`src/rtl/md2_pkg.sv`:
```
// Shared types, constants and the pi S-table for the MD2 digest block.
package md2_pkg;

	localparam int BLK_BYTES   = 16;
	localparam int STATE_BYTES = 48;
	localparam int ROUNDS      = 18;

	localparam logic [7:0] PI_SBOX [256] = '{
		8'd41, 8'd46, 8'd67, 8'd201, 8'd162, 8'd216, 8'd124, 8'd1, 8'd61, 8'd54, 8'd84, 8'd161,
		8'd236, 8'd240, 8'd6, 8'd19, 8'd98, 8'd167, 8'd5, 8'd243, 8'd192, 8'd199, 8'd115, 8'd140,
		8'd152, 8'd147, 8'd43, 8'd217, 8'd188, 8'd76, 8'd130, 8'd202, 8'd30, 8'd155, 8'd87, 8'd60,
		8'd253, 8'd212, 8'd224, 8'd22, 8'd103, 8'd66, 8'd111, 8'd24, 8'd138, 8'd23, 8'd229, 8'd18,
		8'd190, 8'd78, 8'd196, 8'd214, 8'd218, 8'd158, 8'd222, 8'd73, 8'd160, 8'd251, 8'd245,
		8'd142, 8'd187, 8'd47, 8'd238, 8'd122, 8'd169, 8'd104, 8'd121, 8'd145, 8'd21, 8'd178,
		8'd7, 8'd63, 8'd148, 8'd194, 8'd16, 8'd137, 8'd11, 8'd34, 8'd95, 8'd33, 8'd128, 8'd127,
		8'd93, 8'd154, 8'd90, 8'd144, 8'd50, 8'd39, 8'd53, 8'd62, 8'd204, 8'd231, 8'd191, 8'd247,
		8'd151, 8'd3, 8'd255, 8'd25, 8'd48, 8'd179, 8'd72, 8'd165, 8'd181, 8'd209, 8'd215, 8'd94,
		8'd146, 8'd42, 8'd172, 8'd86, 8'd170, 8'd198, 8'd79, 8'd184, 8'd56, 8'd210, 8'd150,
		8'd164, 8'd125, 8'd182, 8'd118, 8'd252, 8'd107, 8'd226, 8'd156, 8'd116, 8'd4, 8'd241,
		8'd69, 8'd157, 8'd112, 8'd89, 8'd100, 8'd113, 8'd135, 8'd32, 8'd134, 8'd91, 8'd207,
		8'd101, 8'd230, 8'd45, 8'd168, 8'd2, 8'd27, 8'd96, 8'd37, 8'd173, 8'd174, 8'd176, 8'd185,
		8'd246, 8'd28, 8'd70, 8'd97, 8'd105, 8'd52, 8'd64, 8'd126, 8'd15, 8'd85, 8'd71, 8'd163,
		8'd35, 8'd221, 8'd81, 8'd175, 8'd58, 8'd195, 8'd92, 8'd249, 8'd206, 8'd186, 8'd197,
		8'd234, 8'd38, 8'd44, 8'd83, 8'd13, 8'd110, 8'd133, 8'd40, 8'd132, 8'd9, 8'd211, 8'd223,
		8'd205, 8'd244, 8'd65, 8'd129, 8'd77, 8'd82, 8'd106, 8'd220, 8'd55, 8'd200, 8'd108,
		8'd193, 8'd171, 8'd250, 8'd36, 8'd225, 8'd123, 8'd8, 8'd12, 8'd189, 8'd177, 8'd74,
		8'd120, 8'd136, 8'd149, 8'd139, 8'd227, 8'd99, 8'd232, 8'd109, 8'd233, 8'd203, 8'd213,
		8'd254, 8'd59, 8'd0, 8'd29, 8'd57, 8'd242, 8'd239, 8'd183, 8'd14, 8'd102, 8'd88, 8'd208,
		8'd228, 8'd166, 8'd119, 8'd114, 8'd248, 8'd235, 8'd117, 8'd75, 8'd10, 8'd49, 8'd68,
		8'd80, 8'd180, 8'd143, 8'd237, 8'd31, 8'd26, 8'd219, 8'd153, 8'd141, 8'd51, 8'd159,
		8'd17, 8'd131, 8'd20
	};

	typedef enum logic [2:0] {
		ST_IDLE,
		ST_PAD,
		ST_LOAD,
		ST_ROUND,
		ST_OUT
	} md2_state_t;

	typedef enum logic [2:0] {
		OP_NONE,
		OP_LOAD,
		OP_ROUND,
		OP_ROTATE,
		OP_CLEAR
	} md2_op_t;

	typedef struct packed {
		md2_op_t    op;
		logic       src_ck;
		logic       buf_wr;
		logic [7:0] buf_din;
		logic       rnd_end;
		logic [4:0] rnd;
	} md2_ctl_t;

	function automatic logic [7:0] md2_sbox(input logic [7:0] idx);
		return PI_SBOX[idx];
	endfunction

endpackage

```
`src/rtl/md2_chk_unit.sv`:
```
// Block buffer and running checksum, both as byte-wide shift rings.
module md2_chk_unit
	import md2_pkg::*;
(
	input  logic       clk,
	input  logic       arst_n,
	input  md2_ctl_t   ctl,
	output logic [7:0] src_byte
);

	logic [7:0] buf_q [BLK_BYTES];
	logic [7:0] ck_q  [BLK_BYTES];
	logic [7:0] carry_q;
	logic [7:0] ck_new;

	assign ck_new   = ck_q[0] ^ md2_sbox(buf_q[0] ^ carry_q);
	assign src_byte = ctl.src_ck ? ck_q[0] : buf_q[0];

	always_ff @(posedge clk) begin
		if (ctl.buf_wr) begin
			for (int i = 0; i < BLK_BYTES - 1; i++) buf_q[i] <= buf_q[i + 1];
			buf_q[BLK_BYTES - 1] <= ctl.buf_din;
		end else if (ctl.op == OP_LOAD && !ctl.src_ck) begin
			for (int i = 0; i < BLK_BYTES - 1; i++) buf_q[i] <= buf_q[i + 1];
			buf_q[BLK_BYTES - 1] <= buf_q[0];
		end
	end

	always_ff @(posedge clk or negedge arst_n) begin
		if (!arst_n) begin
			ck_q    <= '{default: '0};
			carry_q <= '0;
		end else begin
			case (ctl.op)
				OP_LOAD: begin
					for (int i = 0; i < BLK_BYTES - 1; i++) ck_q[i] <= ck_q[i + 1];
					if (ctl.src_ck) begin
						ck_q[BLK_BYTES - 1] <= ck_q[0];
					end else begin
						ck_q[BLK_BYTES - 1] <= ck_new;
						carry_q             <= ck_new;
					end
				end
				OP_CLEAR: begin
					ck_q    <= '{default: '0};
					carry_q <= '0;
				end
				default: ;
			endcase
		end
	end

endmodule

```
`src/rtl/md2_state_ring.sv`:
```
// 48-byte compression state ring, one S-table step per cycle.
module md2_state_ring
	import md2_pkg::*;
(
	input  logic       clk,
	input  logic       arst_n,
	input  md2_ctl_t   ctl,
	input  logic [7:0] src_byte,
	output logic [7:0] head
);

	logic [7:0] st_q [STATE_BYTES];
	logic [7:0] t_q;
	logic [7:0] nxt;

	assign head = st_q[0];
	assign nxt  = st_q[0] ^ md2_sbox(t_q);

	always_ff @(posedge clk or negedge arst_n) begin
		if (!arst_n) begin
			st_q <= '{default: '0};
			t_q  <= '0;
		end else begin
			case (ctl.op)
				OP_LOAD: begin
					// three 16-byte segments shift side by side
					for (int i = 0; i < STATE_BYTES - 1; i++) st_q[i] <= st_q[i + 1];
					st_q[BLK_BYTES - 1]     <= st_q[0];
					st_q[2 * BLK_BYTES - 1] <= src_byte;
					st_q[STATE_BYTES - 1]   <= src_byte ^ st_q[0];
					t_q                     <= '0;
				end
				OP_ROUND: begin
					for (int i = 0; i < STATE_BYTES - 1; i++) st_q[i] <= st_q[i + 1];
					st_q[STATE_BYTES - 1] <= nxt;
					t_q <= ctl.rnd_end ? nxt + {3'b000, ctl.rnd} : nxt;
				end
				OP_ROTATE: begin
					for (int i = 0; i < STATE_BYTES - 1; i++) st_q[i] <= st_q[i + 1];
					st_q[STATE_BYTES - 1] <= st_q[0];
				end
				OP_CLEAR: begin
					st_q <= '{default: '0};
					t_q  <= '0;
				end
				default: ;
			endcase
		end
	end

endmodule

```
`src/rtl/md2_message_digest.sv`:
```
// MD2 digest top level: byte-serial sequencer, datapath units and output register.
// A message byte is taken while idle; a full block is then loaded and compressed in 18 rounds.
// The ending item adds up to 16 pad bytes, a compression of the padded block and one of the
// checksum block, then 16 digest beats at one per cycle when out_ready stays high.
// Rate is set by the single S-table step per cycle in the state ring.
// arst_n clears the sequencer, the compression state and the checksum to zero.
module md2_message_digest
	import md2_pkg::*;
(
	input  logic       clk,
	input  logic       arst_n,
	input  logic       in_valid,
	output logic       in_ready,
	input  logic [7:0] data_byte,
	input  logic       byte_present,
	input  logic       end_of_message,
	output logic       out_valid,
	input  logic       out_ready,
	output logic [7:0] digest_byte,
	output logic       digest_last
);

	md2_state_t state_q, state_d;
	logic [5:0] step_q, step_d;
	logic [4:0] rnd_q, rnd_d;
	logic [3:0] fill_q, fill_d;
	logic [4:0] pad_q, pad_d;
	logic       end_q, end_d;
	logic       fin_q, fin_d;
	logic       src_q, src_d;
	logic       out_load;
	logic       out_valid_q;
	logic [7:0] out_byte_q;
	logic       out_last_q;
	logic [7:0] src_byte;
	logic [7:0] head;
	md2_ctl_t   ctl;

	md2_chk_unit u_chk (
		.clk      (clk),
		.arst_n   (arst_n),
		.ctl      (ctl),
		.src_byte (src_byte)
	);

	md2_state_ring u_ring (
		.clk      (clk),
		.arst_n   (arst_n),
		.ctl      (ctl),
		.src_byte (src_byte),
		.head     (head)
	);

	always_ff @(posedge clk or negedge arst_n) begin
		if (!arst_n) begin
			state_q <= ST_IDLE;
			step_q  <= '0;
			rnd_q   <= '0;
			fill_q  <= '0;
			pad_q   <= '0;
			end_q   <= 1'b0;
			fin_q   <= 1'b0;
			src_q   <= 1'b0;
		end else begin
			state_q <= state_d;
			step_q  <= step_d;
			rnd_q   <= rnd_d;
			fill_q  <= fill_d;
			pad_q   <= pad_d;
			end_q   <= end_d;
			fin_q   <= fin_d;
			src_q   <= src_d;
		end
	end

	always_comb begin
		state_d     = state_q;
		step_d      = step_q;
		rnd_d       = rnd_q;
		fill_d      = fill_q;
		pad_d       = pad_q;
		end_d       = end_q;
		fin_d       = fin_q;
		src_d       = src_q;
		in_ready    = 1'b0;
		out_load    = 1'b0;
		ctl.op      = OP_NONE;
		ctl.src_ck  = src_q;
		ctl.buf_wr  = 1'b0;
		ctl.buf_din = {3'b000, pad_q};
		ctl.rnd_end = (step_q == 6'(STATE_BYTES - 1));
		ctl.rnd     = rnd_q;
		case (state_q)
			ST_IDLE: begin
				in_ready = 1'b1;
				if (in_valid) begin
					end_d = end_of_message;
					if (byte_present) begin
						ctl.buf_wr  = 1'b1;
						ctl.buf_din = data_byte;
						fill_d      = fill_q + 4'd1;
					end
					if (byte_present && fill_q == 4'(BLK_BYTES - 1)) begin
						state_d = ST_LOAD;
						step_d  = '0;
						src_d   = 1'b0;
					end else if (end_of_message) begin
						state_d = ST_PAD;
						fin_d   = 1'b1;
						pad_d   = 5'(BLK_BYTES) - {1'b0, fill_d};
					end
				end
			end
			ST_PAD: begin
				ctl.buf_wr = 1'b1;
				fill_d     = fill_q + 4'd1;
				if (fill_q == 4'(BLK_BYTES - 1)) begin
					state_d = ST_LOAD;
					step_d  = '0;
					src_d   = 1'b0;
				end
			end
			ST_LOAD: begin
				ctl.op = OP_LOAD;
				step_d = step_q + 6'd1;
				if (step_q == 6'(BLK_BYTES - 1)) begin
					state_d = ST_ROUND;
					step_d  = '0;
					rnd_d   = '0;
				end
			end
			ST_ROUND: begin
				ctl.op = OP_ROUND;
				step_d = step_q + 6'd1;
				if (step_q == 6'(STATE_BYTES - 1)) begin
					step_d = '0;
					rnd_d  = rnd_q + 5'd1;
					if (rnd_q == 5'(ROUNDS - 1)) begin
						if (src_q) begin
							state_d = ST_OUT;
						end else if (fin_q) begin
							state_d = ST_LOAD;
							src_d   = 1'b1;
						end else if (end_q) begin
							state_d = ST_PAD;
							fin_d   = 1'b1;
							pad_d   = 5'(BLK_BYTES);
						end else begin
							state_d = ST_IDLE;
						end
					end
				end
			end
			ST_OUT: begin
				if (!out_valid_q || out_ready) begin
					out_load = 1'b1;
					ctl.op   = OP_ROTATE;
					step_d   = step_q + 6'd1;
					if (step_q == 6'(BLK_BYTES - 1)) begin
						ctl.op  = OP_CLEAR;
						state_d = ST_IDLE;
						step_d  = '0;
						end_d   = 1'b0;
						fin_d   = 1'b0;
						src_d   = 1'b0;
					end
				end
			end
			default: state_d = ST_IDLE;
		endcase
	end

	always_ff @(posedge clk or negedge arst_n) begin
		if (!arst_n) begin
			out_valid_q <= 1'b0;
		end else if (out_load) begin
			out_valid_q <= 1'b1;
		end else if (out_ready) begin
			out_valid_q <= 1'b0;
		end
	end

	always_ff @(posedge clk) begin
		if (out_load) begin
			out_byte_q <= head;
			out_last_q <= (step_q == 6'(BLK_BYTES - 1));
		end
	end

	assign out_valid   = out_valid_q;
	assign digest_byte = out_byte_q;
	assign digest_last = out_last_q;

`ifndef SYNTH
	a_fill_clear: assert property (@(posedge clk) disable iff (!arst_n)
		(state_q == ST_LOAD || state_q == ST_ROUND) |-> fill_q == 4'd0)
		else $error("fill count not zero during compression");
	a_round_range: assert property (@(posedge clk) disable iff (!arst_n)
		(state_q == ST_ROUND) |-> (rnd_q < 5'(ROUNDS) && step_q < 6'(STATE_BYTES)))
		else $error("round or step counter out of range");
	a_out_range: assert property (@(posedge clk) disable iff (!arst_n)
		(state_q == ST_OUT) |-> (step_q < 6'(BLK_BYTES) && src_q))
		else $error("digest output outside final block");
	a_last_idle: assert property (@(posedge clk) disable iff (!arst_n)
		(out_load && step_q == 6'(BLK_BYTES - 1)) |=> (state_q == ST_IDLE && out_last_q))
		else $error("last digest beat did not end the message");
`endif

endmodule
```
`config.mk`:
```
export PLATFORM = sky130hd
export DESIGN_NAME = md2_message_digest
export DESIGN_NICKNAME = d
export VERILOG_FILES = /design/src/rtl/md2_pkg.sv /design/src/rtl/md2_chk_unit.sv /design/src/rtl/md2_state_ring.sv /design/src/rtl/md2_message_digest.sv
export SDC_FILE = /design/constraint.sdc
export NUM_CORES = 2
export LEC_CHECK = 0
export BUFFER_PORTS_ARGS = -buffer_cell sky130_fd_sc_hd__buf_2
export CAP_MARGIN = 15
export CORE_MARGIN = 2
export CORE_UTILIZATION = 45
export DETAILED_ROUTE_END_ITERATION = 6
export GPL_TIMING_DRIVEN = 0
export PLACE_DENSITY = 0.67
export SETUP_SLACK_MARGIN = 0.4
export SKIP_CTS_REPAIR_TIMING = 1
export SLEW_MARGIN = 20
export SYNTH_ARGS = -nofsm -noshare
export SYNTH_HDL_FRONTEND = slang
export SYNTH_SLANG_ARGS = --single-unit
```
`constraint.sdc`:
```
create_clock -name clk -period 5.94 [get_ports clk]
set_input_delay 0.297 -clock clk [delete_from_list [all_inputs] [get_ports clk]]
set_output_delay 0.297 -clock clk [all_outputs]
set_load 0.005 [all_outputs]
```
==> metrics.csv <==
metric,value,unit
status,"complete, but fails checks",
failing checks,design-rule violations,
Final WS setup,0.383,ns
CTS root buf,clkbuf_16,
Cells after DPL,4765,
Fin Setup TNS,0,ns
final hold violation count,0,
CTS buffer count,61,
Die Wd,277,um
final clock skew,0.0168,ns
DRT Pass-1 Iters,7,
htree depth,2,
hold path depth,3,
largest net degree at the start of global routing,99,
Area contributors post-synth,"dfrtp_1 41%, nand2_1 13%, edfxtp_1 12%",
# DRC,1,
design area,0.0374,sq mm
Post-Syn Instances,3762,
Site Rows,100,
top cell type's share of synthesized area,0.414,
fin crit period,5.56,ns
synth warn,0,
drt wl/cell,24.2,um
Slew HR,0.270,
"Clk Latency, worst-skew pair",0.61,ns
Final setup viols,0,
first-pass GRT wire length,180000,um
number of synthesized flops with an enable pin,137,
CTS tree,yes,
sequential fraction of the synthesis area,0.537,
"FFs w/ async S/R, synth",0.802,
cell taking the most area after synthesis,dfrtp_1,
Worst Tran Pin Value,1.09,ns
RSZ-0062 raised after global routing,true,
"Max FO, Critical Path",13,
initial antenna violation count,3,
vias in the first global route,28600,
"Reg clk slew, reported paths",0.07,ns
critical path class,flop to flop,
GPL Wtd Cong,1.03,
Routed WL,118000,um
Final Net Count,3920,
"Slew Viols, Final",0,
I/O Pins,25,
syn_nets,3812,
Iteration-0 DRC Markers,3929,
DP HPWL,82300,um
Synth cell types,77,
Filler Cells Inserted,7056,
Max Cap Viol,0,
clk buf depth,3,
share of layout cells above drive strength 1,0.0663,
final cell count without fillers,4890,
Congestion Overflow GR,0,
Placed Area,0.0352,sq mm
mean post-synth cell area,8.92,sq um
Initial Util,0.453,
CP arrival,6.02,ns
area grow syn2layout,11.5,%
Crit path required time,6.40,ns
DRT antenna net count,0,
min-delay worst type,input pin to flop,
# port buffers,23,
Core Footprint,0.0741,sq mm
total number of vias,29700,
Place WS,-0.692,ns
vias per std cell,6.06,
critical path capture point type,flop,
length in cells of the worst reg-to-reg path,12,
Chip Height,277,um
f_max,180,MHz
Tcrit/Tclk final,0.935,
Worst Setup Start Kind,flop,
die footprint,0.0768,sq mm
total track usage,0.305,
"flops & latches, synth",692,
mapped cell area,0.0336,sq mm
Post-synth top flop,dfrtp_1,
clock sinks,692,
==> layout by cell type (no fill, tap or decap), drive strengths merged, types with 9 or more instances in the layout <==
cell / synthesis / routed
nand2: 1129 / 1129
dfrtp: 555 / 555
nand3: 414 / 414
clkbuf: 233 / 318
o21ai: 273 / 273
edfxtp: 137 / 137
a21oi: 130 / 130
nor2: 129 / 129
buf: 91 / 129
nor3: 65 / 65
a31oi: 39 / 39
ha: 35 / 35
o211ai: 34 / 34
inv: 31 / 32
xor2: 31 / 31
a211oi: 30 / 30
o311ai: 27 / 27
nand2b: 26 / 26
xnor2: 26 / 26
a311oi: 24 / 24
mux2i: 23 / 23
nor2b: 22 / 22
clkinv: 2 / 20
nand4: 17 / 17
a221oi: 17 / 17
o31ai: 16 / 16
and2: 15 / 15
mux4: 15 / 15
a2111oi: 13 / 13
a211o: 12 / 12
o32ai: 11 / 11
o221ai: 11 / 11
a22oi: 10 / 10
a21o: 9 / 9
o2111ai: 9 / 9
o22ai: 9 / 9
mux2: 9 / 9
==> final timing paths <==
| kind | from | to | slack (ns) |
|---|---|---|---|
| worst max-delay path | u_chk.buf_q[0][1] | u_chk.ck_q[2] | 0.38 |
| worst min-delay path | data_byte[0] | u_chk.buf_q[1][56] | 0.10 |
| worst max register to register | u_chk.buf_q[0][1] | u_chk.ck_q[2] | 0.38 |
| worst min register to register | u_chk.buf_q[1][43] | u_chk.buf_q[1][35] | 0.41 |
| max in group asynchronous | arst_n | u_chk.ck_q[25] | 4.28 |
| min in group asynchronous | arst_n | u_chk.carry_q[7] | 0.32 |
==> cells in the mapped netlist (16+ instances only) <==
cell type / number
nand2_1: 1128
dfrtp_1: 555
nand3_1: 414
o21ai_0: 257
clkbuf_1: 233
edfxtp_1: 137
a21oi_1: 130
nor2_1: 128
nor3_1: 65
buf_2: 45
a31oi_1: 39
buf_1: 39
ha_1: 35
o211ai_1: 34
a211oi_1: 29
xor2_1: 29
inv_1: 28
nand2b_1: 26
xnor2_1: 25
a311oi_1: 24
mux2i_1: 23
nor2b_1: 22
o311ai_0: 19
a221oi_1: 17
nand4_1: 17
o21ai_1: 16
o31ai_1: 16
==> critical path, cell delays in order, from the launching register on <==
cell and delay, ns:
edfxtp_1 0.51, xor2_2 0.30, buf_2 0.31, clkdlybuf4s15_1 0.62
ha_1 0.56, nor2_1 0.83, nor3_1 0.19, a2111oi_1 0.82
o311ai_1 0.19, o21ai_1 0.58, nor2_1 0.14, xnor2_1 0.28
o21ai_1 0.09
==> stage by stage <==
| step | hold WS [ns] | util |
|---|---|---|
| 2_1_floorplan | 0.00141 | - |
| 3_3_place_gp | 0.400 | 0.471 |
| 3_5_place_dp | 0.288 | 0.475 |
| 4_1_cts | -0.362 | 0.503 |
| 5_1_grt | 0.0840 | 0.505 |
| 6_report | 0.101 | 0.505 |
==> state kept, by name, indices dropped and copies added (netlist names), 6 cells and up <==
register	flops
u_chk.ck_q	128
u_ring.t_q	8
u_chk.buf_q	128
u_chk.carry_q	8
digest_byte	8
u_ring.head	8
step_q	6
u_ring.st_q	376
==> cell type report <==
class / instances / area [sq um] / area share
sequential: 692 / 18000 / 0.481
clock inverter: 27 / 269 / 0.00719
multi-input combinational: 2713 / 14200 / 0.380
clock buffer: 85 / 1800 / 0.0480
tap: 969 / 1210 / 0.0324
inverter: 33 / 131 / 0.00351
antenna: 2 / 5.00 / 0.000134
timing repair buffer: 45 / 473 / 0.0126
buffer: 324 / 1330 / 0.0354
==> routing by layer <==
metal  part of all wire  track usage
met2               0.43        0.462
met3              0.087       0.0592
met4              0.058        0.145
met1               0.42        0.423
met5           0.000076            0
==> cell families (layout without fill, tap and decap cells) <==
group / Yosys count / count (layout) / synth area share
simple gates: 1843 / 1843 / 0.232
compound gates: 730 / 730 / 0.139
flops: 692 / 692 / 0.537
buf+inv: 357 / 514 / 0.0424
xor+xnor: 57 / 57 / 0.0156
mux: 47 / 47 / 0.0200
fa+ha+maj: 36 / 36 / 0.0136
other cells: 0 / 2 / 0
Power is left out: the tool's default activity adds up to more than one toggle a clock period on the data nets, which glitch-free logic cannot reach.
